`config.mk`:
```
export PLATFORM = sky130hd
export DESIGN_NAME = hba_div
export DESIGN_NICKNAME = d
export VERILOG_FILES = /design/src/hba_pkg.sv /design/src/hba_div.sv
export SDC_FILE = /design/constraint.sdc
export NUM_CORES = 1
export LEC_CHECK = 0
export ABC_AREA = 0
export BUFFER_PORTS_ARGS = -buffer_cell sky130_fd_sc_hd__clkbuf_2
export CAP_MARGIN = 40
export CORE_MARGIN = 3
export CORE_UTILIZATION = 36
export CTS_BUF_LIST = sky130_fd_sc_hd__clkbuf_4
export DETAILED_ROUTE_END_ITERATION = 8
export GPL_TIMING_DRIVEN = 0
export PLACE_DENSITY = 0.88
export REMOVE_ABC_BUFFERS = 1
export SYNTH_ARGS = -nofsm -noshare
export SYNTH_HDL_FRONTEND = slang
export SYNTH_SLANG_ARGS = --single-unit
```
`constraint.sdc`:
```
create_clock -name i_clk -period 1.49 [get_ports i_clk]
set_input_delay 0.298 -clock i_clk [delete_from_list [all_inputs] [get_ports i_clk]]
set_output_delay 0.298 -clock i_clk [all_outputs]
set_load 0.02 [all_outputs]
```
`src/hba_pkg.sv`:
```
// ----------------------------------------------------------------------------
// hba_pkg
// Shared types and codes for the heap block allocator.
// ----------------------------------------------------------------------------
package hba_pkg;

    // granule size is a power of two so byte offsets split by shift and mask
    localparam int GRANULE_BYTES = 16;
    localparam int GRAN_SHIFT    = 4;

    localparam logic FUNC_ALLOC   = 1'b0;
    localparam logic FUNC_RELEASE = 1'b1;

    localparam logic [1:0] ST_ALLOCATED = 2'd0;
    localparam logic [1:0] ST_NO_FIT    = 2'd1;
    localparam logic [1:0] ST_RELEASED  = 2'd2;
    localparam logic [1:0] ST_IGNORED   = 2'd3;

    localparam logic [1:0] CFG_FIT_STRATEGY = 2'd0;
    localparam logic [1:0] CFG_HEAP_BASE    = 2'd1;
    localparam logic [1:0] CFG_HEAP_UNITS   = 2'd2;

    typedef struct packed {
        logic        func;
        logic [16:0] req_bytes;
        logic [31:0] release_addr;
    } t_req;

    typedef struct packed {
        logic [31:0] block_addr;
        logic [1:0]  status;
    } t_rsp;

    // configuration as seen by the sequencer
    typedef struct packed {
        logic        fit_strategy;
        logic [31:0] heap_base;
        logic [12:0] heap_units;
        logic        form;
    } t_cfg;

endpackage

```
`src/hba_div.sv`:
```
// ----------------------------------------------------------------------------
// hba_div
// Granule scaler: splits a byte count into granules and a byte remainder.
// ----------------------------------------------------------------------------
module hba_div (
    input  logic        i_clk,
    input  logic        i_rst_n,
    input  logic        i_start,
    input  logic [31:0] i_dividend,
    output logic        o_done,
    output logic [31:0] o_quot,
    output logic [31:0] o_rem
);
    import hba_pkg::*;

    logic [31:0] r_q;
    logic [31:0] r_rem;
    logic        r_done;

    always_ff @(posedge i_clk) begin
        if (!i_rst_n) begin
            r_done <= 1'b0;
        end else begin
            r_done <= i_start;
            if (i_start) begin
                r_q   <= i_dividend >> GRAN_SHIFT;
                r_rem <= i_dividend & 32'(GRANULE_BYTES - 1);
            end
        end
    end

    assign o_done = r_done;
    assign o_quot = r_q;
    assign o_rem  = r_rem;
endmodule

```
# Yosys cells after proc, flatten, opt, wreduce, memory -nomap -nowiden
# Cells that the tools add are included.
[word_totals]
ff_bits = 33
input_bits = 35
output_inout_bits = 65
elab_cells = 4
[classes]
reduce_logical = 1
[op_table]
columns = ["operator", "n"]
rows = [
  ["2-bit AND reduction", 1],
]

# Logic depth before layout (Yosys ltp)
[logic_depth]
word_depth = 1
ltp_mapped = 1
ltp_nobuf = 1

# Worst setup path before layout
# Ideal clock, no wire load.
[synth_timing]
path_type = "input to register"
start = "input i_rst_n"
end = "register r_q[0], in the netlist o_quot[0] (enable)"
setup_ns = 0.392
arrival_ns = 1.093
t_required_ns = 1.098
slack_ns = 0.005
path_stages = 1
path_buffers = 0
path_cell_list = "and2_1"
[synth_via]
elab_chain_len = 1
[synth_lines]
columns = ["element", "line", "text"]
rows = [
  ["from (decl)", "hba_div.sv:7", "input logic i_rst_n,"],
  ["2-bit AND reduction (no line)", "n/a", ""],
  ["to (signal assigned)", "hba_div.sv:26", "r_q <= i_dividend >> GRAN_SHIFT;"],
  ["to (decl)", "hba_div.sv:16", "logic [31:0] r_q;"],
]
# No other way between the ends.
# A chain may end at the register's enable or synchronous reset.

# Worst setup path after layout
[layout_timing]
start = "register r_q[14], in the netlist o_quot[14]"
end = "output o_quot[14]"
[layout_lines]
columns = ["element", "line", "text"]
rows = [
  ["to (decl)", "hba_div.sv:11", "output logic [31:0] o_quot,"],
]
# No word-level cell between the ends.

==> impl_metrics.tcl <==
set metrics [dict create \
    grt_pass1_vias 649 \
    postCtsHoldBufs 0 \
    irDropWorstVdd_uv 590.7 \
    synth.avg_cell_area_um2 18.20 \
    dr.pass1.iters 4 \
    grt_pass1_wl_um 3015 \
    synth_area_mm2 0.001237 \
    ant_nets 0 \
    grt_max_degree 21 \
    setup_tns_ps 0 \
    synth_area_leader_cell "edfxtp_1" \
    path_clk_slew_ps 100 \
    cts-root-buf "clkbuf_4" \
    areaGrowthSynthToFinish_pct 28.51 \
    post-dp-hpwl_um 1748 \
    port_buffers 67 \
    die_h_um 64.63 \
    netSwitchingFraction_pct 26.02 \
    min-delay-start "i_dividend[13]" \
    num_rows 20 \
    cts_tree "built" \
    slowest_stage "edfxtp_1" \
    yosysWarnings 0 \
    cts.sink_count 33 \
    fmax_mhz 852.0 \
    switchingPower_uw 485.0 \
    hold_depth 1 \
    setup_ws_ps 316.3 \
    netlist_instances 68 \
    htree_levels 2 \
    power.leakage_uw 0.0007446 \
    start_util_pct 39.25 \
    cts.path.max_buffers 2 \
    arrival_ps 880 \
    layout-drive-gt1-share_pct 52.78 \
    place_congestion 0.6139 \
    timing_worst_setup_path_type "register to output port" \
    final-hold-violation-count 0 \
    finalCritPeriodShare_pct 78.77 \
    postCtsSetupBuffers 0 \
    p_seq_share_pct 59.0 \
    synth_seq_area_share_pct 79.27 \
    die_area_mm2 0.004177 \
    rsz0062_at_grt "no" \
    p_int_uw 1379 \
    coreArea_mm2 0.003153 \
    cp-start-kind "register" \
    crit_cells 1 \
    cts_resized 0 \
    cp_cell_sequence "clkbuf_2" \
    maxSlewViolCount 0 \
    post-route-min-period_ps 1174 \
    drc 0 \
    synthTopCellsByArea "edfxtp_1 78%, buf_4 19%, dfxtp_1 1.6%" \
    path_buf_inv 1 \
    status "finished, final reports clean" \
    wl_per_cell_um 11.23 \
    wl_um 2111 \
    critPathMaxStageDelay_ps 380 \
    dp_slack_ps -199.7 \
    crit_path_max_fanout 1 \
    cap_violations 0 \
    num_vias 684 \
    ys_ff_latch 33 \
    diodes 0 \
    die_w_um 64.63 \
    nFillCells 298 \
    viasPerCell 3.638 \
    tritoncts.num_buffers 5 \
    path_delay_family "flip-flops" \
    synth.top_cell.area_share_pct 77.65 \
    antenna_found_initial 0 \
    combPwrFrac_pct 14.6 \
    grt_use_total_pct 10.08 \
    required_ps 1190 \
    end_kind "output port" \
    min_path_type "input port to register" \
    drt_iter0_markers 10 \
    clockPowerShare_pct 26.4 \
    nets 178 \
    setup_viol 0 \
    overflow 0 \
    synth_cell_types 5 \
    power_density_mw_per_mm2 1172 \
    io_pins 100 \
    hold_path_end "o_quot[9]$_DFFE_PP_" \
]
==> synth_stat cells <==
cell type and number:
buf_4 32, edfxtp_1 32, and2_1 2, conb_1 1, dfxtp_1 1
==> cell type report <==
type | instances | area, um^2 | area share [%]
sequential | 33 | 980.9 | 61.68
timing repair buffer | 69 | 365.4 | 22.97
multi-input combinational | 34 | 132.6 | 8.340
tap | 44 | 55.05 | 3.462
clock buffer | 7 | 52.55 | 3.304
clock inverter | 1 | 3.754 | 0.2360
==> logic make-up after synthesis <==
kind of cell	Yosys count	synth area share [%]
flops	33	79.27
other cells	1	0.3030
buf+inv	32	19.41
simple gates	2	1.011
==> sequential cells by signal (all words and copies together), names as in the netlist <==
| name | count |
|---|---|
| o_done | 1 |
| o_quot | 28 |
| o_rem | 4 |
==> per-stage QoR <==
step	cells	total power (uW)	area, um^2	hold slack (ps)	utilization (%)
after floorplan	67	1286	1114	396.9	-
after global placement	178	1383	1504	474.8	47.70
after detailed placement	179	1393	1519	476.6	48.17
after CTS	187	1889	1575	116.6	49.96
after global routing	188	1964	1590	101.4	50.44
final	188	1864	1590	137.9	50.44
==> cells in the final DEF, fill, tap and decap left out, drive strengths merged <==
master   n
and2     2
clkinv   1
clkbuf  74
edfxtp  32
dfxtp    1
buf      2
conb    32
==> power groups by stage <==
stage	Clock (uW)	Sequential (uW)	Combinational, uW
3_5_place_dp	0	1120	270
4_1_cts	517	1100	270
3_3_place_gp	0	1120	263
6_report	492	1100	272
2_1_floorplan	0	1200	82.9
5_1_grt	566	1110	292
==> worst max-delay path by stage <==
stage                      endpoint  slack [ps]                 start
2_1_floorplan   o_quot[0]$_DFFE_PP_           5               i_rst_n
3_3_place_gp   o_quot[10]$_DFFE_PP_        -350               i_rst_n
3_5_place_dp   o_quot[10]$_DFFE_PP_        -200               i_rst_n
4_1_cts        o_quot[19]$_DFFE_PP_         170               i_rst_n
5_1_grt                   o_quot[7]         240   o_quot[7]$_DFFE_PP_
6_report                 o_quot[14]         320  o_quot[14]$_DFFE_PP_
==> routing by layer <==
metal  global-route usage [%]  share of wire [%]  vias to the layer above
li1                         -                  -                      323
met5                        0                  0                        -
met3                    6.412                 14                        3
met4                    3.166                1.1                        0
met2                    17.40                 52                       54
met1                    9.843                 33                      304
Power figures use the tool's default switching activity.
